File: src/rtl/lr_pkg.sv
// Shared types and constants for the line rasterizer.
package lr_pkg;

  // Default coordinate width and fixed color width
  localparam int COORD_BITS_DEF = 10;
  localparam int COLOR_BITS     = 24;

  // Reset value of the foreground color register
  localparam logic [COLOR_BITS-1:0] FG_COLOR_RST = 24'hFF_FFFF;

  // Item kinds carried on the input tuser bit
  localparam logic MODE_LOAD = 1'b0;
  localparam logic MODE_STEP = 1'b1;

  // Per-axis walk direction
  typedef enum logic [1:0] {
    DIR_NONE  = 2'd0,
    DIR_PLUS  = 2'd1,
    DIR_MINUS = 2'd2
  } dir_t;

endpackage

File: src/rtl/line_rasterizer.sv
// Line rasterizer: endpoint load and one-pixel-per-step error-term walk.
//
//   Channel  | Direction | Signals                        | Carries
//   s_axis   | in        | tvalid tready tdata tuser      | load / step item
//   m_axis   | out       | tvalid tready tdata tlast      | one pixel item
//   cfg      | in        | cfg_wr_en cfg_wr_data          | foreground color
//
// One input item is taken per clock; a step item with a line in progress
// yields its pixel in the output register in the next cycle. The walk state is
// updated in the accepting cycle by one add, one compare and one subtract per
// axis, so the error-term adders set the cycle time. Input is stalled only
// while the output register holds a pixel that the sink does not take.
// Synchronous reset leaves the block idle with the color set to white.
module line_rasterizer #(
  parameter int COORD_BITS = lr_pkg::COORD_BITS_DEF
) (
  input  logic clk,
  input  logic rst,
  // Input items
  input  logic s_axis_tvalid,
  output logic s_axis_tready,
  // tdata: x_start, y_start, x_stop, y_stop (lowest bit up), zero padded
  input  logic [((4*COORD_BITS+7)/8)*8-1:0] s_axis_tdata,
  // tuser: mode
  input  logic s_axis_tuser,
  // Pixel items
  output logic m_axis_tvalid,
  input  logic m_axis_tready,
  // tdata: pixel_x, pixel_y, pixel_color (lowest bit up), zero padded
  output logic [((2*COORD_BITS+lr_pkg::COLOR_BITS+7)/8)*8-1:0] m_axis_tdata,
  // tlast: last_pixel
  output logic m_axis_tlast,
  // Foreground color register
  input  logic cfg_wr_en,
  input  logic [lr_pkg::COLOR_BITS-1:0] cfg_wr_data
);

  localparam int CW     = COORD_BITS;
  localparam int OUT_W  = 2*CW + lr_pkg::COLOR_BITS;
  localparam int OUT_TW = ((OUT_W+7)/8)*8;

  // Foreground color
  logic [lr_pkg::COLOR_BITS-1:0] fg_color;

  // Walk state
  logic                busy, busy_next;
  logic                flat_mode, flat_mode_next;
  logic [CW-1:0]       cur_col, cur_col_next;
  logic [CW-1:0]       cur_row, cur_row_next;
  logic [CW-1:0]       col_err, col_err_next;
  logic [CW-1:0]       row_err, row_err_next;
  logic [CW-1:0]       col_delta, col_delta_next;
  logic [CW-1:0]       row_delta, row_delta_next;
  lr_pkg::dir_t        col_dir, col_dir_next;
  lr_pkg::dir_t        row_dir, row_dir_next;
  logic [CW-1:0]       major_len, major_len_next;
  logic [CW:0]         steps_left, steps_left_next;

  // Output register
  logic                out_valid;
  logic [CW-1:0]       out_x, out_y;
  logic [lr_pkg::COLOR_BITS-1:0] out_color;
  logic                out_last;

  // Input unpacking
  logic          in_accept;
  logic          emit;
  logic [CW-1:0] x1, y1, x2, y2;
  logic [CW:0]   col_sum, row_sum;

  assign x1 = s_axis_tdata[CW-1:0];
  assign y1 = s_axis_tdata[2*CW-1:CW];
  assign x2 = s_axis_tdata[3*CW-1:2*CW];
  assign y2 = s_axis_tdata[4*CW-1:3*CW];

  assign s_axis_tready = !out_valid || m_axis_tready;
  assign in_accept     = s_axis_tvalid && s_axis_tready;
  assign emit          = in_accept && (s_axis_tuser == lr_pkg::MODE_STEP) && busy;

  // Move one unit along an axis, wrapping at the coordinate width
  function automatic logic [CW-1:0] axis_move(input logic [CW-1:0] pos,
                                               input lr_pkg::dir_t dir);
    logic [CW-1:0] res;
    unique case (dir)
      lr_pkg::DIR_PLUS:  res = pos + CW'(1);
      lr_pkg::DIR_MINUS: res = pos - CW'(1);
      default:           res = pos;
    endcase
    return res;
  endfunction

  // Compute the next walk state for a load or a step
  always_comb begin
    busy_next       = busy;
    flat_mode_next  = flat_mode;
    cur_col_next    = cur_col;
    cur_row_next    = cur_row;
    col_err_next    = col_err;
    row_err_next    = row_err;
    col_delta_next  = col_delta;
    row_delta_next  = row_delta;
    col_dir_next    = col_dir;
    row_dir_next    = row_dir;
    major_len_next  = major_len;
    steps_left_next = steps_left;
    col_sum         = {1'b0, col_err} + {1'b0, col_delta};
    row_sum         = {1'b0, row_err} + {1'b0, row_delta};

    if (in_accept && s_axis_tuser == lr_pkg::MODE_LOAD) begin
      cur_col_next = x1;
      cur_row_next = y1;
      col_err_next = '0;
      row_err_next = '0;
      // Column delta and direction
      priority if (x2 > x1) begin
        col_delta_next = x2 - x1;
        col_dir_next   = lr_pkg::DIR_PLUS;
      end else if (x2 < x1) begin
        col_delta_next = x1 - x2;
        col_dir_next   = lr_pkg::DIR_MINUS;
      end else begin
        col_delta_next = '0;
        col_dir_next   = lr_pkg::DIR_NONE;
      end
      // Row delta and direction
      priority if (y2 > y1) begin
        row_delta_next = y2 - y1;
        row_dir_next   = lr_pkg::DIR_PLUS;
      end else if (y2 < y1) begin
        row_delta_next = y1 - y2;
        row_dir_next   = lr_pkg::DIR_MINUS;
      end else begin
        row_delta_next = '0;
        row_dir_next   = lr_pkg::DIR_NONE;
      end
      major_len_next = (col_delta_next > row_delta_next) ? col_delta_next : row_delta_next;
      // Flat lines emit the half-open column range only
      if (y1 == y2) begin
        flat_mode_next  = 1'b1;
        steps_left_next = (x2 > x1) ? {1'b0, x2 - x1} : '0;
      end else begin
        flat_mode_next  = 1'b0;
        steps_left_next = {1'b0, major_len_next} + (CW+1)'(2);
      end
      busy_next = (steps_left_next != '0);
    end else if (emit) begin
      if (flat_mode) begin
        cur_col_next = cur_col + CW'(1);
      end else begin
        // Advance each axis whose error sum passes the major distance
        if (col_sum > {1'b0, major_len}) begin
          col_err_next = CW'(col_sum - {1'b0, major_len});
          cur_col_next = axis_move(cur_col, col_dir);
        end else begin
          col_err_next = col_sum[CW-1:0];
        end
        if (row_sum > {1'b0, major_len}) begin
          row_err_next = CW'(row_sum - {1'b0, major_len});
          cur_row_next = axis_move(cur_row, row_dir);
        end else begin
          row_err_next = row_sum[CW-1:0];
        end
      end
      steps_left_next = steps_left - (CW+1)'(1);
      busy_next       = (steps_left_next != '0);
    end
  end

  // Hold control state and walk registers
  always_ff @(posedge clk) begin
    if (rst) begin
      busy       <= 1'b0;
      flat_mode  <= 1'b0;
      steps_left <= '0;
      fg_color   <= lr_pkg::FG_COLOR_RST;
    end else begin
      busy       <= busy_next;
      flat_mode  <= flat_mode_next;
      steps_left <= steps_left_next;
      if (cfg_wr_en) begin
        fg_color <= cfg_wr_data;
      end
    end
  end

  always_ff @(posedge clk) begin
    cur_col   <= cur_col_next;
    cur_row   <= cur_row_next;
    col_err   <= col_err_next;
    row_err   <= row_err_next;
    col_delta <= col_delta_next;
    row_delta <= row_delta_next;
    col_dir   <= col_dir_next;
    row_dir   <= row_dir_next;
    major_len <= major_len_next;
  end

  // Load the output register on a step; drop valid once taken
  always_ff @(posedge clk) begin
    if (rst) begin
      out_valid <= 1'b0;
    end else if (emit) begin
      out_valid <= 1'b1;
    end else if (m_axis_tready) begin
      out_valid <= 1'b0;
    end
  end

  always_ff @(posedge clk) begin
    if (emit) begin
      out_x     <= cur_col;
      out_y     <= cur_row;
      out_color <= fg_color;
      out_last  <= (steps_left == (CW+1)'(1));
    end
  end

  assign m_axis_tvalid = out_valid;
  assign m_axis_tdata  = OUT_TW'({out_color, out_y, out_x});
  assign m_axis_tlast  = out_last;

`ifndef SYNTHESIS
  // A line in progress always has pixels left
  a_busy_steps : assert property (@(posedge clk) disable iff (rst)
    busy |-> steps_left != '0)
    else $error("busy with no steps left");

  // Error terms stay within the major distance on a sloped walk
  a_err_bound : assert property (@(posedge clk) disable iff (rst)
    (busy && !flat_mode) |-> (col_err <= major_len && row_err <= major_len))
    else $error("error term past major distance");

  // The last pixel ends the line
  a_last_idle : assert property (@(posedge clk) disable iff (rst)
    (emit && steps_left == (CW+1)'(1)) |=> !busy)
    else $error("line continues after last pixel");

  // Input stalls only behind a held pixel
  a_stall_cause : assert property (@(posedge clk) disable iff (rst)
    !s_axis_tready |-> (m_axis_tvalid && !m_axis_tready))
    else $error("input stalled without held pixel");
`endif

endmodule

File: config.mk
export PLATFORM = sky130hd
export DESIGN_NAME = line_rasterizer
export DESIGN_NICKNAME = d
export VERILOG_FILES = /design/src/rtl/lr_pkg.sv /design/src/rtl/line_rasterizer.sv
export SDC_FILE = /design/constraint.sdc
export NUM_CORES = 1
export LEC_CHECK = 0
export ABC_AREA = 1
export BUFFER_PORTS_ARGS = -buffer_cell sky130_fd_sc_hd__buf_2
export CAP_MARGIN = 30
export CORE_MARGIN = 4
export CORE_UTILIZATION = 40
export CTS_CLUSTER_DIAMETER = 100
export CTS_CLUSTER_SIZE = 20
export DETAILED_ROUTE_END_ITERATION = 16
export GPL_TIMING_DRIVEN = 0
export PLACE_DENSITY = 0.68
export RECOVER_POWER = 100
export REMOVE_ABC_BUFFERS = 1
export SLEW_MARGIN = 10
export SYNTH_ARGS = -nofsm -noshare
export SYNTH_HDL_FRONTEND = slang
export SYNTH_SLANG_ARGS = --single-unit
File: constraint.sdc
create_clock -name clk -period 5.6 [get_ports clk]
set_input_delay 0.28 -clock clk [delete_from_list [all_inputs] [get_ports clk]]
set_output_delay 0.28 -clock clk [all_outputs]
set_load 0.005 [all_outputs]
==> impl_results.html, run 1 <==
<table>
<tr><th>Metric</th><th>Value</th></tr>
<tr><th colspan="2">Status</th></tr>
<tr><td>Outcome</td><td>complete, but fails checks</td></tr>
<tr><td>Violated checks</td><td>max-capacitance violations, max-slew violations</td></tr>
<tr><th colspan="2">Synthesis</th></tr>
<tr><td>Fraction of the yosys area taken by sequential cells</td><td>about 38%</td></tr>
<tr><td>Mapped cell area</td><td>11,000 µm²</td></tr>
<tr><td>Yosys warning count</td><td>0</td></tr>
<tr><td>Average instance area after synthesis</td><td>between 8 and 9 µm²</td></tr>
<tr><td>Syn Inst Count</td><td>~1.4k</td></tr>
<tr><td>Flip-flop and latch count after synthesis</td><td>roughly 160</td></tr>
<tr><td>Number of distinct library cells after synthesis</td><td>53</td></tr>
<tr><th colspan="2">Floorplan</th></tr>
<tr><td>Effective utilization at floorplan</td><td>40.7%</td></tr>
<tr><td>Io pins</td><td>between 100 and 150</td></tr>
<tr><td># rows</td><td>60</td></tr>
<tr><td>Y dimension of the die</td><td>approximately 170 µm</td></tr>
<tr><td>Std-Cell Core Area</td><td>27,000 µm²</td></tr>
<tr><td>Die area</td><td>around 30,000 µm²</td></tr>
<tr><td>Horiz. Die Dim</td><td>roughly 170 µm</td></tr>
<tr><th colspan="2">Clock tree</th></tr>
<tr><td>Sink count of the clock tree</td><td>roughly 160</td></tr>
<tr><td>Post-CTS setup buffers</td><td>0</td></tr>
<tr><td>TritonCTS clock tree</td><td>done</td></tr>
<tr><td>Number of levels in the clock H-tree</td><td>4</td></tr>
<tr><td>CTS buffer count</td><td>17</td></tr>
<tr><td>Hold-fix buffers at CTS</td><td>0</td></tr>
<tr><td>CTS max path bufs</td><td>2</td></tr>
<tr><td>Post-cts repair resize count</td><td>0</td></tr>
<tr><td>Clock-pin slew reported for the worst setup and hold paths after clock tree synthesis</td><td>~90 ps</td></tr>
<tr><td>Clk root buf</td><td>sky130_fd_sc_hd__clkbuf_16</td></tr>
<tr><td>Source-to-sink clock delay at the later pin of the worst-skew pair</td><td>440 ps</td></tr>
<tr><th colspan="2">STA</th></tr>
<tr><td>Worst max-slew margin expressed relative to the limit</td><td>-30.8%</td></tr>
<tr><td>Highest attainable clock frequency</td><td>199 MHz</td></tr>
<tr><td>Max Slew Vio Count</td><td>67</td></tr>
<tr><td>Ratio of final minimum period to clock period</td><td>approximately nine tenths</td></tr>
<tr><td>Max Clock Skew</td><td>around 21 ps</td></tr>
<tr><td>Slew of the pin with the lowest slew margin</td><td>between 1500 and 2000 ps</td></tr>
<tr><td>Unrepaired setup endpoints after global routing</td><td>no</td></tr>
<tr><td>Final Hold Viols</td><td>0</td></tr>
<tr><td>Final setup violating endpoints</td><td>0</td></tr>
<tr><td>Shortest period the worst path allows</td><td>between 5000 and 6000 ps</td></tr>
<tr><th colspan="2">Placed design</th></tr>
<tr><td>DP Wirelength</td><td>~20,000 µm</td></tr>
<tr><td>Input/output buffers</td><td>between 100 and 150</td></tr>
<tr><td>Post-DP Area</td><td>about 12,000 µm²</td></tr>
<tr><td>Gpl congestion</td><td>about 0.90</td></tr>
<tr><th colspan="2">Pwr</th></tr>
<tr><td>Pwr per Cell Area</td><td>~350 nW/µm²</td></tr>
<tr><td>Total power after layout</td><td>approximately 4300 µW</td></tr>
<tr><td>Peak supply drop</td><td>0.252 mV</td></tr>
<tr><td>LEAKAGE</td><td>0.00578 µW</td></tr>
<tr><th colspan="2">GRT</th></tr>
<tr><td>GRT Total Usage</td><td>between 15 and 20%</td></tr>
<tr><td>Global-route layer with the greatest usage</td><td>met2</td></tr>
<tr><td>Met1 track utilization from global routing</td><td>approximately a quarter</td></tr>
<tr><td>Maximum number of pins on one net before global-route repair</td><td>36</td></tr>
<tr><td>Via count of the first global-routing pass</td><td>approximately 9k</td></tr>
<tr><td>Number of antenna violations at the first check in global routing</td><td>0</td></tr>
<tr><td>Total global routing overflow</td><td>0</td></tr>
<tr><td>Grt met3 use</td><td>roughly 3.3%</td></tr>
<tr><td>Met2 Track Usage GR</td><td>between 20% and 30%</td></tr>
<tr><td>Wire length of the first global-routing pass</td><td>44,200 µm</td></tr>
<tr><th colspan="2">Cells and area</th></tr>
<tr><td>Footprint of the multi-input gates</td><td>slightly below 6000 µm²</td></tr>
<tr><td>Most frequent cells in the layout</td><td>312 x sky130_fd_sc_hd__nand2_1, 191 x sky130_fd_sc_hd__inv_1, 111 x sky130_fd_sc_hd__a21oi_1, 103 x sky130_fd_sc_hd__ha_1, 99 x sky130_fd_sc_hd__edfxtp_1</td></tr>
<tr><td>Fraction of final layout cells sized beyond drive strength 1</td><td>between 10 and 15%</td></tr>
<tr><td>Most frequent standard cell in the layout excluding fill and tap cells</td><td>sky130_fd_sc_hd__nand2_1</td></tr>
<tr><td>Area growth from synthesis to final layout</td><td>12.3%</td></tr>
<tr><td>Cell area after layout</td><td>between 10,000 and 15,000 µm²</td></tr>
<tr><td>Combined flip-flop and latch cell area</td><td>4130 µm²</td></tr>
<tr><td>Fill cell instance count of the final layout</td><td>2,659</td></tr>
<tr><td>Number of diodes</td><td>0</td></tr>
<tr><td>Total number of nets in the final design</td><td>roughly 1.7k</td></tr>
<tr><th colspan="2">Detailed routing</th></tr>
<tr><td>Average detailed-routed wire length per instance</td><td>approximately 15 µm</td></tr>
<tr><td>Post-detailed-route via-to-cell ratio</td><td>between 5 and 6</td></tr>
<tr><td>Total wire length</td><td>26,600 µm</td></tr>
<tr><td>DR DRC count</td><td>0</td></tr>
<tr><td>Initial drt markers</td><td>around 640</td></tr>
<tr><td>Final antenna-violating net count</td><td>0</td></tr>
<tr><td>DRT Pass-1 Iters</td><td>5</td></tr>
<tr><td>Via count</td><td>between 9k and 10k</td></tr>
<tr><th colspan="2">Setup path</th></tr>
<tr><td>Setup crit start kind</td><td>input port</td></tr>
<tr><td>Category of the critical setup timing path</td><td>in -&gt; reg</td></tr>
<tr><td>Required time at the endpoint of the critical path</td><td>slightly below 6000 ps</td></tr>
<tr><td>Crit path launch</td><td>s_axis_tdata[16]</td></tr>
<tr><td>Type of element capturing the critical path</td><td>flop</td></tr>
<tr><td>Maximum fanout count along the critical path</td><td>14</td></tr>
<tr><td>Source of the worst register-to-register timing path</td><td>col_delta[0]$_DFFE_PP_</td></tr>
<tr><td>Data arrival, critical path</td><td>about 5400 ps</td></tr>
<tr><th colspan="2">Job</th></tr>
<tr><td>Maxcap violations</td><td>2</td></tr>
<tr><th colspan="2">Hold path</th></tr>
<tr><td>Kind of path behind the tightest hold check</td><td>in -&gt; reg</td></tr>
<tr><td>Hold wc startpoint</td><td>cfg_wr_data[14]</td></tr>
</table>
==> stage by stage <==
step	setup WS, ps	hold slack (ps)	util (%)	setup TNS, ps	std cells
finish	573	42.2	45.7	0	1829
global route	119	33.4	45.7	0	1829
CTS	650	25.3	46.5	0	1829
detailed placement	227	417	44.3	0	1797
global placement	-4440	412	43.8	-201600	1790
floorplan	-110	349	-	-1100	1333
==> cells in the mapped netlist (all sizes together) <==
| cell type | instances | share of area (%) |
|---|---|---|
| nand2 | 325 | 12 |
| inv | 199 | 6.8 |
| a21oi | 114 | 5.3 |
| ha | 103 | 12 |
| nand3 | 101 | 5.5 |
| edfxtp | 99 | 27 |
| nor2 | 91 | 3.4 |
| o21ai | 64 | 2.9 |
| dfxtp | 58 | 11 |
| xor2 | 36 | 2.9 |
| clkbuf | 20 | 0.68 |
| xnor2 | 20 | 1.6 |
| buf | 18 | 1.1 |
| nand4 | 15 | 0.91 |
| nor3 | 13 | 0.64 |
| or2 | 13 | 0.74 |
| a31oi | 12 | 0.68 |
| fa | 9 | 1.6 |
| a22oi | 8 | 0.55 |
| o211ai | 7 | 0.48 |
| o21bai | 6 | 0.41 |
| a211oi | 5 | 0.34 |
| o31ai | 5 | 0.34 |
| o21a | 4 | 0.27 |
| clkinv | 3 | 0.10 |
| o221ai | 3 | 0.24 |
| o22ai | 3 | 0.17 |
| a21o | 2 | 0.14 |
| and2 | 2 | 0.11 |
| and3 | 2 | 0.11 |
| nand3b | 2 | 0.14 |
| a221o | 1 | 0.091 |
| a32oi | 1 | 0.080 |
| conb | 1 | 0.034 |
| o32ai | 1 | 0.080 |
| o41ai | 1 | 0.080 |
| or4 | 1 | 0.068 |
==> power breakdown <==
part	total, µW	leakage, µW	internal (µW)	switching (µW)
combinational	1680	0.00410	587	1090
clock	1200	0.000299	612	591
sequential	1420	0.00139	1360	58.4
total	4300	0.00578	2560	1740
==> sequential cells by signal, summed over array words and instances, names as in the netlist <==
| name | flops |
|---|---|
| m_axis_tvalid | 1 |
| fg_color | 24 |
| m_axis_tlast | 1 |
| col_delta | 10 |
| row_delta | 10 |
| busy | 1 |
| col_err | 10 |
| row_err | 10 |
| cur_row | 10 |
| out_x | 10 |
| flat_mode | 1 |
| row_dir | 2 |
| cur_col | 10 |
| steps_left | 11 |
| out_y | 10 |
| major_len | 10 |
| col_dir | 2 |
| out_color | 24 |
==> layer usage <==
| layer | share of wire [%] | vias up |
|---|---|---|
| met5 | 0 | - |
| met4 | 1.6 | 0 |
| met3 | 3.8 | 30 |
| met2 | 48 | 202 |
| met1 | 47 | 4298 |
| li1 | - | 4743 |
==> path summary, 6_finish.rpt <==
check,endpoint,slack [ps],depth (start not counted)
worst max register to register,cur_col[0]$_DFFE_PP_,590,24
worst min register to register,out_color[16]$_DFFE_PP_,430,0
worst min-delay path,fg_color[14]$_SDFFE_PP1P_,40,3
worst max-delay path,busy$_SDFFE_PP0P_,570,28
==> cell type report <==
class                      instances  area share [%]
sequential                       157            33.6
clock inverter                    15            1.51
timing repair buffer             123            4.61
clock buffer                      17            3.45
inverter                         202            6.19
multi-input combinational        974            47.2
tap                              341            3.46
==> critical path, cell delays in order <==
cell	delay, ps
sky130_fd_sc_hd__buf_2	100
sky130_fd_sc_hd__inv_1	40
sky130_fd_sc_hd__ha_1	440
sky130_fd_sc_hd__nand2_2	120
sky130_fd_sc_hd__nor2_1	290
sky130_fd_sc_hd__nand3_1	340
sky130_fd_sc_hd__nand2_1	260
sky130_fd_sc_hd__inv_1	170
sky130_fd_sc_hd__a32oi_1	380
sky130_fd_sc_hd__ha_1	300
sky130_fd_sc_hd__nand2_1	100
sky130_fd_sc_hd__nor2_1	60
sky130_fd_sc_hd__a211oi_1	250
sky130_fd_sc_hd__nand3_2	340
sky130_fd_sc_hd__nand2_4	270
sky130_fd_sc_hd__nand2_1	120
sky130_fd_sc_hd__nand2_2	130
sky130_fd_sc_hd__ha_1	240
sky130_fd_sc_hd__a21oi_1	140
sky130_fd_sc_hd__o21ai_0	250
sky130_fd_sc_hd__nor2_1	160
sky130_fd_sc_hd__nand2_1	60
sky130_fd_sc_hd__nor2_1	80
sky130_fd_sc_hd__nand3_1	80
sky130_fd_sc_hd__nor2_1	130
sky130_fd_sc_hd__nand3_1	90
sky130_fd_sc_hd__nand2_1	70
sky130_fd_sc_hd__inv_1	40
==> kinds of logic after synthesis <==
logic type,synth area share (%)
and+or+nand+nor,23.5
buffers and inverters,8.71
AOI/OAI and AO/OA,12.2
DFF,37.7
adders and majority gates,13.4
xor gates and xnor gates,4.47
other,0.0342
No activity file was read; power rests on OpenSTA's default activity.
==> run 2: changes to the inputs <==
Settings changed: ABC_AREA 1 to default, CORE_UTILIZATION 40 to 45, PLACE_DENSITY 0.68 to 0.74.
==> run 2 against run 1 <==
Net effect: the flow still finishes with violations (max-capacitance violations, max-slew violations); cell count is 12% lower; first-iteration DRC count is 0.16% lower; via count is 3.2% lower; synthesized cell count is 17% lower; count of clock-buffer cells in the layout is 3 higher; flip-flop and latch count stayed put; cell area is 3.5% higher.
==> impl_results.html, run 2 <==
<table>
<tr><th>Metric</th><th>Value</th></tr>
<tr><th colspan="2">Status</th></tr>
<tr><td>Outcome</td><td>complete, but fails checks</td></tr>
<tr><td>Violated checks</td><td>max-capacitance violations, max-slew violations</td></tr>
<tr><th colspan="2">Synthesis</th></tr>
<tr><td>Average instance area after synthesis</td><td>around 9.4 µm²</td></tr>
<tr><td>Cell type contributing the most total cell area after synthesis</td><td>sky130_fd_sc_hd__edfxtp_1</td></tr>
<tr><td>Number of distinct library cells after synthesis</td><td>77</td></tr>
<tr><td>Portion of synthesized cell area occupied by the leading cell type</td><td>27.6%</td></tr>
<tr><td>Syn Inst Count</td><td>1,139</td></tr>
<tr><td>Predominant post-synthesis flop cell</td><td>sky130_fd_sc_hd__edfxtp_1</td></tr>
<tr><td>Most numerous cell in the Yosys netlist</td><td>sky130_fd_sc_hd__inv_1</td></tr>
<tr><td>Async SR Flop Fraction</td><td>0%</td></tr>
<tr><td>Mapped cell area</td><td>about 11,000 µm²</td></tr>
<tr><td>Number of synthesized flops with an enable pin</td><td>99</td></tr>
<tr><td>Yosys warning count</td><td>0</td></tr>
<tr><td>Flip-flop and latch count after synthesis</td><td>between 150 and 200</td></tr>
<tr><td>Fraction of the yosys area taken by sequential cells</td><td>about two fifths</td></tr>
<tr><td>Top cell types by occurrence after synthesis</td><td>116 x sky130_fd_sc_hd__inv_1, 103 x sky130_fd_sc_hd__ha_1, 99 x sky130_fd_sc_hd__edfxtp_1</td></tr>
<tr><td>Top area cells in the synthesized netlist</td><td>sky130_fd_sc_hd__edfxtp_1 28%, sky130_fd_sc_hd__ha_1 12%, sky130_fd_sc_hd__dfxtp_1 11%</td></tr>
<tr><th colspan="2">STA</th></tr>
<tr><td>Shortest period the worst path allows</td><td>5520 ps</td></tr>
<tr><td>Highest attainable clock frequency</td><td>181 MHz</td></tr>
<tr><td>Final Hold Viols</td><td>0</td></tr>
<tr><td>Ratio of final minimum period to clock period</td><td>around 100%</td></tr>
<tr><td>Max Slew Vio Count</td><td>49</td></tr>
<tr><td>Total negative slack for setup checks</td><td>0 ps</td></tr>
<tr><td>Final setup violating endpoints</td><td>0</td></tr>
<tr><td>Max Clock Skew</td><td>roughly 12 ps</td></tr>
<tr><td>Worst setup margin</td><td>81.8 ps</td></tr>
<tr><td>Worst max-slew margin expressed relative to the limit</td><td>-28.3%</td></tr>
<tr><td>Worst hold slack across all endpoints</td><td>around 47 ps</td></tr>
<tr><td>Slew of the pin with the lowest slew margin</td><td>roughly 1900 ps</td></tr>
<tr><th colspan="2">Floorplan</th></tr>
<tr><td>Std-Cell Core Area</td><td>approximately 23,000 µm²</td></tr>
<tr><td>Io pins</td><td>121</td></tr>
<tr><td>Effective utilization at floorplan</td><td>between 40% and 50%</td></tr>
<tr><td>Die area</td><td>26,400 µm²</td></tr>
<tr><td>Y dimension of the die</td><td>about 160 µm</td></tr>
<tr><td># rows</td><td>56</td></tr>
<tr><td>Horiz. Die Dim</td><td>163 µm</td></tr>
<tr><th colspan="2">Detailed routing</th></tr>
<tr><td>DRT Pass-1 Iters</td><td>6</td></tr>
<tr><td>Post-detailed-route via-to-cell ratio</td><td>around 5.6</td></tr>
<tr><td>Average detailed-routed wire length per instance</td><td>16.7 µm</td></tr>
<tr><td>Total wire length</td><td>~27,000 µm</td></tr>
<tr><td>Via count</td><td>about 9k</td></tr>
<tr><td>DR DRC count</td><td>0</td></tr>
<tr><td>Initial drt markers</td><td>640</td></tr>
<tr><td>Final antenna-violating net count</td><td>0</td></tr>
<tr><th colspan="2">GRT</th></tr>
<tr><td>Wire length of the first global-routing pass</td><td>~42,000 µm</td></tr>
<tr><td>Number of antenna violations at the first check in global routing</td><td>0</td></tr>
<tr><td>Maximum number of pins on one net before global-route repair</td><td>49</td></tr>
<tr><td>Total global routing overflow</td><td>0</td></tr>
<tr><td>Via count of the first global-routing pass</td><td>approximately 8.7k</td></tr>
<tr><td>Global-route layer with the greatest usage</td><td>met2</td></tr>
<tr><td>Met2 Track Usage GR</td><td>33.8%</td></tr>
<tr><td>Grt met3 use</td><td>under 10%</td></tr>
<tr><td>GRT Total Usage</td><td>19.6%</td></tr>
<tr><td>Met1 track utilization from global routing</td><td>~25%</td></tr>
<tr><th colspan="2">Pwr</th></tr>
<tr><td>Pwr per Cell Area</td><td>~350 nW/µm²</td></tr>
<tr><td>Sequential cell fraction of total power</td><td>between 30% and 40%</td></tr>
<tr><td>Combinational power share</td><td>43.0%</td></tr>
<tr><td>Share of total power in the clock network</td><td>roughly a quarter</td></tr>
<tr><td>LEAKAGE</td><td>roughly 0.0055 µW</td></tr>
<tr><td>Peak supply drop</td><td>0.254 mV</td></tr>
<tr><td>Power Internal</td><td>between 2000 and 3000 µW</td></tr>
<tr><td>Total net switching power</td><td>1630 µW</td></tr>
<tr><td>Switching power share of the total</td><td>~36%</td></tr>
<tr><th colspan="2">Cells and area</th></tr>
<tr><td>Fraction of final layout cells sized beyond drive strength 1</td><td>between 10% and 20%</td></tr>
<tr><td>Most frequent cells in the layout</td><td>112 x sky130_fd_sc_hd__inv_1, 99 x sky130_fd_sc_hd__edfxtp_1, 98 x sky130_fd_sc_hd__ha_1, 93 x sky130_fd_sc_hd__a21oi_1, 81 x sky130_fd_sc_hd__buf_2</td></tr>
<tr><td>Fill cell instance count of the final layout</td><td>2,059</td></tr>
<tr><td>Area growth from synthesis to final layout</td><td>18.6%</td></tr>
<tr><td>Number of diodes</td><td>0</td></tr>
<tr><td>Total number of nets in the final design</td><td>1,454</td></tr>
<tr><td>Cell area after layout</td><td>12,700 µm²</td></tr>
<tr><td>Regs by FF count</td><td>fg_color x24, out_color x24, steps_left x11</td></tr>
<tr><td>Most frequent standard cell in the layout excluding fill and tap cells</td><td>sky130_fd_sc_hd__inv_1</td></tr>
<tr><th colspan="2">Clock tree</th></tr>
<tr><td>TritonCTS clock tree</td><td>done</td></tr>
<tr><td>CTS max path bufs</td><td>2</td></tr>
<tr><td>CTS buffer count</td><td>17</td></tr>
<tr><td>Clk root buf</td><td>sky130_fd_sc_hd__clkbuf_16</td></tr>
<tr><td>Clock-pin slew reported for the worst setup and hold paths after clock tree synthesis</td><td>70 ps</td></tr>
<tr><td>Number of levels in the clock H-tree</td><td>4</td></tr>
<tr><td>Sink count of the clock tree</td><td>approximately 160</td></tr>
<tr><td>Source-to-sink clock delay at the later pin of the worst-skew pair</td><td>440 ps</td></tr>
<tr><th colspan="2">Placed design</th></tr>
<tr><td>Worst slack at placement</td><td>-1900 ps</td></tr>
<tr><td>Post-DP Area</td><td>around 12,000 µm²</td></tr>
<tr><td>Gpl congestion</td><td>0.889</td></tr>
<tr><td>DP Wirelength</td><td>around 19,000 µm</td></tr>
<tr><td>Input/output buffers</td><td>between 100 and 150</td></tr>
<tr><th colspan="2">Setup path</th></tr>
<tr><td>Required time at the endpoint of the critical path</td><td>around 6000 ps</td></tr>
<tr><td>Type of element capturing the critical path</td><td>flop</td></tr>
<tr><td>Maximum fanout count along the critical path</td><td>7</td></tr>
<tr><td>Capture point of the worst reg-to-reg path</td><td>cur_col[1]$_DFFE_PP_</td></tr>
<tr><td>Category of the critical setup timing path</td><td>in -&gt; reg</td></tr>
<tr><td>Data arrival, critical path</td><td>a little under 6000 ps</td></tr>
<tr><td>Setup slack, reg-to-reg</td><td>between 600 and 700 ps</td></tr>
<tr><td>Source of the worst register-to-register timing path</td><td>col_delta[1]$_DFFE_PP_</td></tr>
<tr><td>FF-to-FF path depth</td><td>17</td></tr>
<tr><td>Setup crit start kind</td><td>input port</td></tr>
<tr><th colspan="2">Hold path</th></tr>
<tr><td>Worst Hold Depth</td><td>2</td></tr>
<tr><td>Worst Hold Path EP</td><td>fg_color[6]$_SDFFE_PP1P_</td></tr>
<tr><td>Kind of path behind the tightest hold check</td><td>in -&gt; reg</td></tr>
<tr><td>Hold wc startpoint</td><td>cfg_wr_data[6]</td></tr>
<tr><th colspan="2">Job</th></tr>
<tr><td>Maxcap violations</td><td>1</td></tr>
</table>
run 2: changes by cell type in the layout (fill, tap and decap cells not counted), moves of 13 or more:
cell,before,now
sky130_fd_sc_hd__nor2_1,89,64
sky130_fd_sc_hd__mux2i_1,0,28
sky130_fd_sc_hd__xnor2_1,20,52
sky130_fd_sc_hd__nor2b_1,0,36
sky130_fd_sc_hd__a21oi_1,111,93
sky130_fd_sc_hd__xor2_1,36,13
sky130_fd_sc_hd__buf_4,1,35
sky130_fd_sc_hd__inv_1,191,112
sky130_fd_sc_hd__nand2_1,312,59
sky130_fd_sc_hd__nand2b_1,0,14
sky130_fd_sc_hd__nand3_1,90,15
sky130_fd_sc_hd__a211o_1,0,26
sky130_fd_sc_hd__and3_1,2,15
sky130_fd_sc_hd__a21o_1,2,25
run 2: worst max path at each step:
stage	depth (start not counted)	end	start	slack (ps)
finish	26	busy$_SDFFE_PP0P_	s_axis_tdata[20]	80
global route	26	busy$_SDFFE_PP0P_	s_axis_tdata[30]	-180
CTS	29	busy$_SDFFE_PP0P_	s_axis_tdata[20]	10
detailed placement	30	busy$_SDFFE_PP0P_	s_axis_tdata[30]	-1900
global placement	29	busy$_SDFFE_PP0P_	s_axis_tdata[30]	-1940
floorplan	28	busy$_SDFFE_PP0P_	s_axis_tdata[30]	-730
run 2: layer usage:
metal	share of wire (%)	up-vias
li1	-	4342
met1	43	4273
met2	50	292
met3	5.0	67
met4	2.5	0
met5	0	-
run 2: metrics by stage:
stage	std cells	utilization (%)	total power, µW
3_3_place_gp	1528	49.1	2990
2_1_floorplan	1093	-	2670
3_5_place_dp	1536	49.6	3060
4_1_cts	1580	53.1	4320
6_report	1604	54.3	4480
5_1_grt	1604	54.3	4730
run 2: power groups by stage:
stage               sequential, µW  clock, µW  combinational (µW)
detailed placement            1430          0                1630
finish                        1410       1140                1920
floorplan                     1420          0                1250
global placement              1430          0                1560
CTS                           1410       1160                1750
global route                  1420       1200                2110
run 2: critical path, stage by stage:
cell,delay (ps)
sky130_fd_sc_hd__buf_2,110
sky130_fd_sc_hd__inv_1,50
sky130_fd_sc_hd__ha_2,160
sky130_fd_sc_hd__inv_1,60
sky130_fd_sc_hd__fa_2,370
sky130_fd_sc_hd__a21o_1,190
sky130_fd_sc_hd__a221o_1,340
sky130_fd_sc_hd__a211o_4,410
sky130_fd_sc_hd__buf_4,180
sky130_fd_sc_hd__o221a_2,290
sky130_fd_sc_hd__or2_2,340
sky130_fd_sc_hd__inv_2,160
sky130_fd_sc_hd__ha_4,160
sky130_fd_sc_hd__nand4_1,130
sky130_fd_sc_hd__o41ai_4,490
sky130_fd_sc_hd__nor2_4,90
sky130_fd_sc_hd__buf_12,150
sky130_fd_sc_hd__mux2i_4,200
sky130_fd_sc_hd__ha_4,190
sky130_fd_sc_hd__and2_4,170
sky130_fd_sc_hd__nand2_2,70
sky130_fd_sc_hd__xnor2_2,130
sky130_fd_sc_hd__a31oi_2,160
sky130_fd_sc_hd__o2111ai_1,140
sky130_fd_sc_hd__or4_1,560
sky130_fd_sc_hd__o31a_1,240
run 2: cells by family (layout without fill, tap and decap cells):
logic type / Yosys count / in the layout / share of synthesized area, %
multiplexers: 33 / 33 / 3.12
XOR/XNOR: 66 / 66 / 5.38
AND/OR/NAND/NOR: 287 / 287 / 14.0
other: 1 / 4 / 0.0349
buffers and inverters: 168 / 311 / 6.22
AO/OA/AOI/OAI: 315 / 315 / 19.2
adder cells (fa/ha/maj): 112 / 112 / 13.7
flip-flops: 157 / 157 / 38.4
run 2: final cells by class:
class,instances,area [µm²],area share [%]
Clock buffer,20,468,3.67
Clock inverter,12,119,0.932
Inverter,119,464,3.64
Multi-Input combinational cell,817,6240,48.9
Sequential cell,157,4130,32.4
Tap cell,319,399,3.13
Timing Repair Buffer,160,927,7.27
run 2: what timing repair did:
action	4_1_cts	5_1_grt
hold endpoints to repair	0	0
pin swaps	9	23
resized for setup	35	32
setup endpoints to repair	7	2
setup buffers	12	23
hold buffers	0	0
==> run 3: changes to the inputs <==
Settings changed: CORE_MARGIN 4 to 1, SLEW_MARGIN 10 to 20, TNS_END_PERCENT from default to 50.
==> run 3 against run 2 <==
Net effect: the flow still finishes with violations (max-capacitance violations, max-slew violations); global-route usage up 1.4 points; non-clock buffer count increased by 2; cell area shrank 0.68%; wire length decreased by 3.9%; critical endpoint unchanged; highest routed layer unchanged.
==> impl_results.html, run 3 (synthesis gave the netlist of run 2 again) <==
<table>
<tr><th>Metric</th><th>Value</th></tr>
<tr><th colspan="2">Detailed routing</th></tr>
<tr><td>Total wire length</td><td>~26,000 µm</td></tr>
<tr><td>Post-detailed-route via-to-cell ratio</td><td>5.51</td></tr>
<tr><td>Via count</td><td>about 8.9k</td></tr>
<tr><td>DR DRC count</td><td>0</td></tr>
<tr><td>Initial drt markers</td><td>approximately 680</td></tr>
<tr><td>Final antenna-violating net count</td><td>0</td></tr>
<tr><td>DRT Pass-1 Iters</td><td>5</td></tr>
<tr><td>Average detailed-routed wire length per instance</td><td>about 16 µm</td></tr>
<tr><th colspan="2">Floorplan</th></tr>
<tr><td>Effective utilization at floorplan</td><td>45.8%</td></tr>
<tr><td>Y dimension of the die</td><td>around 160 µm</td></tr>
<tr><td>Std-Cell Core Area</td><td>between 20,000 and 25,000 µm²</td></tr>
<tr><td>Horiz. Die Dim</td><td>between 150 and 200 µm</td></tr>
<tr><td>Die area</td><td>approximately 25,000 µm²</td></tr>
<tr><td># rows</td><td>between 50 and 60</td></tr>
<tr><td>Io pins</td><td>121</td></tr>
<tr><th colspan="2">STA</th></tr>
<tr><td>Max Slew Vio Count</td><td>slightly below 50</td></tr>
<tr><td>Worst setup margin</td><td>between 150 and 200 ps</td></tr>
<tr><td>Slew of the pin with the lowest slew margin</td><td>1900 ps</td></tr>
<tr><td>Worst max-slew margin expressed relative to the limit</td><td>-26.8%</td></tr>
<tr><td>Ratio of final minimum period to clock period</td><td>between 90% and 100%</td></tr>
<tr><td>Max Clock Skew</td><td>approximately 11 ps</td></tr>
<tr><td>Shortest period the worst path allows</td><td>5420 ps</td></tr>
<tr><td>Final Hold Viols</td><td>0</td></tr>
<tr><td>Highest attainable clock frequency</td><td>between 150 and 200 MHz</td></tr>
<tr><td>Final setup violating endpoints</td><td>0</td></tr>
<tr><th colspan="2">Placed design</th></tr>
<tr><td>DP Wirelength</td><td>18,300 µm</td></tr>
<tr><td>Input/output buffers</td><td>about 120</td></tr>
<tr><td>Gpl congestion</td><td>about 0.9</td></tr>
<tr><td>Worst slack at placement</td><td>-1890 ps</td></tr>
<tr><th colspan="2">Clock tree</th></tr>
<tr><td>Clock-pin slew reported for the worst setup and hold paths after clock tree synthesis</td><td>~80 ps</td></tr>
<tr><td>Number of levels in the clock H-tree</td><td>4</td></tr>
<tr><td>Source-to-sink clock delay at the later pin of the worst-skew pair</td><td>about 440 ps</td></tr>
<tr><td>Clk root buf</td><td>sky130_fd_sc_hd__clkbuf_16</td></tr>
<tr><td>CTS max path bufs</td><td>2</td></tr>
<tr><td>CTS buffer count</td><td>17</td></tr>
<tr><td>TritonCTS clock tree</td><td>done</td></tr>
<tr><td>Sink count of the clock tree</td><td>about 160</td></tr>
<tr><th colspan="2">Setup path</th></tr>
<tr><td>Category of the critical setup timing path</td><td>in -&gt; reg</td></tr>
<tr><td>Type of element capturing the critical path</td><td>flop</td></tr>
<tr><td>Stage delay of the slowest cell on the critical path</td><td>540 ps</td></tr>
<tr><td>Crit path max-delay cell type</td><td>sky130_fd_sc_hd__or4_1</td></tr>
<tr><td>Source of the worst register-to-register timing path</td><td>col_delta[0]$_DFFE_PP_</td></tr>
<tr><td>Required time at the endpoint of the critical path</td><td>between 5000 and 6000 ps</td></tr>
<tr><td>Setup crit start kind</td><td>input port</td></tr>
<tr><td>Crit path launch</td><td>s_axis_tdata[20]</td></tr>
<tr><td>Data arrival, critical path</td><td>5750 ps</td></tr>
<tr><td>Maximum fanout count along the critical path</td><td>6</td></tr>
<tr><th colspan="2">Cells and area</th></tr>
<tr><td>Most frequent cells in the layout</td><td>114 x sky130_fd_sc_hd__inv_1, 101 x sky130_fd_sc_hd__ha_1, 99 x sky130_fd_sc_hd__edfxtp_1, 92 x sky130_fd_sc_hd__a21oi_1, 80 x sky130_fd_sc_hd__buf_2</td></tr>
<tr><td>Footprint of the multi-input gates</td><td>6160 µm²</td></tr>
<tr><td>Most frequent standard cell in the layout excluding fill and tap cells</td><td>sky130_fd_sc_hd__inv_1</td></tr>
<tr><td>Fill cell instance count of the final layout</td><td>approximately 2.0k</td></tr>
<tr><td>Combined flip-flop and latch cell area</td><td>4130 µm²</td></tr>
<tr><td>Number of diodes</td><td>0</td></tr>
<tr><td>Total number of nets in the final design</td><td>approximately 1.5k</td></tr>
<tr><td>Regs by FF count</td><td>fg_color x24, out_color x24, steps_left x11</td></tr>
<tr><td>Area growth from synthesis to final layout</td><td>17.8%</td></tr>
<tr><td>Fraction of final layout cells sized beyond drive strength 1</td><td>16.5%</td></tr>
<tr><th colspan="2">GRT</th></tr>
<tr><td>Wire length of the first global-routing pass</td><td>between 40,000 and 50,000 µm</td></tr>
<tr><td>GRT Total Usage</td><td>between 20% and 30%</td></tr>
<tr><td>Via count of the first global-routing pass</td><td>8,322</td></tr>
<tr><td>Total global routing overflow</td><td>0</td></tr>
<tr><td>Maximum number of pins on one net before global-route repair</td><td>roughly 50</td></tr>
<tr><td>Number of antenna violations at the first check in global routing</td><td>0</td></tr>
<tr><th colspan="2">Status</th></tr>
<tr><td>Violated checks</td><td>max-capacitance violations, max-slew violations</td></tr>
<tr><td>Outcome</td><td>complete, but fails checks</td></tr>
<tr><th colspan="2">Pwr</th></tr>
<tr><td>Peak supply drop</td><td>approximately 0.26 mV</td></tr>
<tr><td>Pwr per Cell Area</td><td>between 300 and 400 nW/µm²</td></tr>
<tr><td>LEAKAGE</td><td>between 0.005 and 0.006 µW</td></tr>
<tr><td>Total power after layout</td><td>roughly 4500 µW</td></tr>
<tr><th colspan="2">Hold path</th></tr>
<tr><td>Kind of path behind the tightest hold check</td><td>in -&gt; reg</td></tr>
<tr><td>Hold wc startpoint</td><td>cfg_wr_data[14]</td></tr>
<tr><th colspan="2">Job</th></tr>
<tr><td>Maxcap violations</td><td>1</td></tr>
</table>
-- run 3: cell count changes in the layout (fill, tap and decap cells not counted), moves of 3 or more --
| cell | change |
|---|---|
| sky130_fd_sc_hd__buf_12 | -3 |
| sky130_fd_sc_hd__inv_2 | -3 |
| sky130_fd_sc_hd__ha_1 | +3 |
| sky130_fd_sc_hd__inv_6 | -3 |
| sky130_fd_sc_hd__inv_8 | +4 |
| sky130_fd_sc_hd__buf_4 | +5 |
-- run 3: area by class of cell --
class	count	share of cell area [%]
clock buffer	17	3.36
tap	319	3.15
clock inverter	15	1.48
timing repair buffer	162	7.00
sequential	157	32.6
multi-input combinational	817	48.7
inverter	119	3.69
-- run 3: worst paths after layout --
check,depth (start not counted),slack (ps),endpoint
max,29,180,busy$_SDFFE_PP0P_
min,2,40,fg_color[14]$_SDFFE_PP1P_
max reg2reg,17,950,cur_col[1]$_DFFE_PP_
min reg2reg,0,430,out_color[22]$_DFFE_PP_
-- run 3: worst max-delay path, delay by kind of cell --
family | cells | cell delay, ps
mux | 3 | 590
simple gates | 7 | 1570
fa+ha+maj | 4 | 870
compound gates | 8 | 1610
xor+xnor | 1 | 150
buf+inv | 6 | 710
-- run 3: through the flow --
stage                     TNS [ps]  hold WS [ps]  cells  utilization, %  cell area, µm²
after detailed placement    -10580           407   1537            49.5           11600
after floorplan              -1440           349   1093               -           10500
final                            0          39.2   1606            53.9           12700
after global placement      -16400           403   1528            49.1           11500
after CTS                        0          32.1   1581            53.1           12500
after global routing          -118          33.5   1606            53.9           12700
-- run 3: what timing repair did --
| item | in CTS | in global routing |
|---|---|---|
| pin swaps | 7 | 15 |
| hold buffers | 0 | 0 |
| gates cloned | 0 | 0 |
| hold endpoints to repair | 0 | 0 |
| buffers inserted | 12 | 25 |
| setup endpoints to repair | 7 | 3 |
| resized for setup | 32 | 16 |
-- run 3: report_power, final --
group | switching, µW | internal (µW) | total [µW]
combinational | 1030 | 855 | 1880
clock | 555 | 645 | 1200
sequential | 55.9 | 1350 | 1410
-- run 3: metal layers --
layer	track usage, %	vias up	part of all wire, %
li1	-	4342	-
met5	0	-	0
met2	35.4	253	49
met1	26.8	4208	44
met4	7.52	0	2.1
met3	3.57	51	4.6
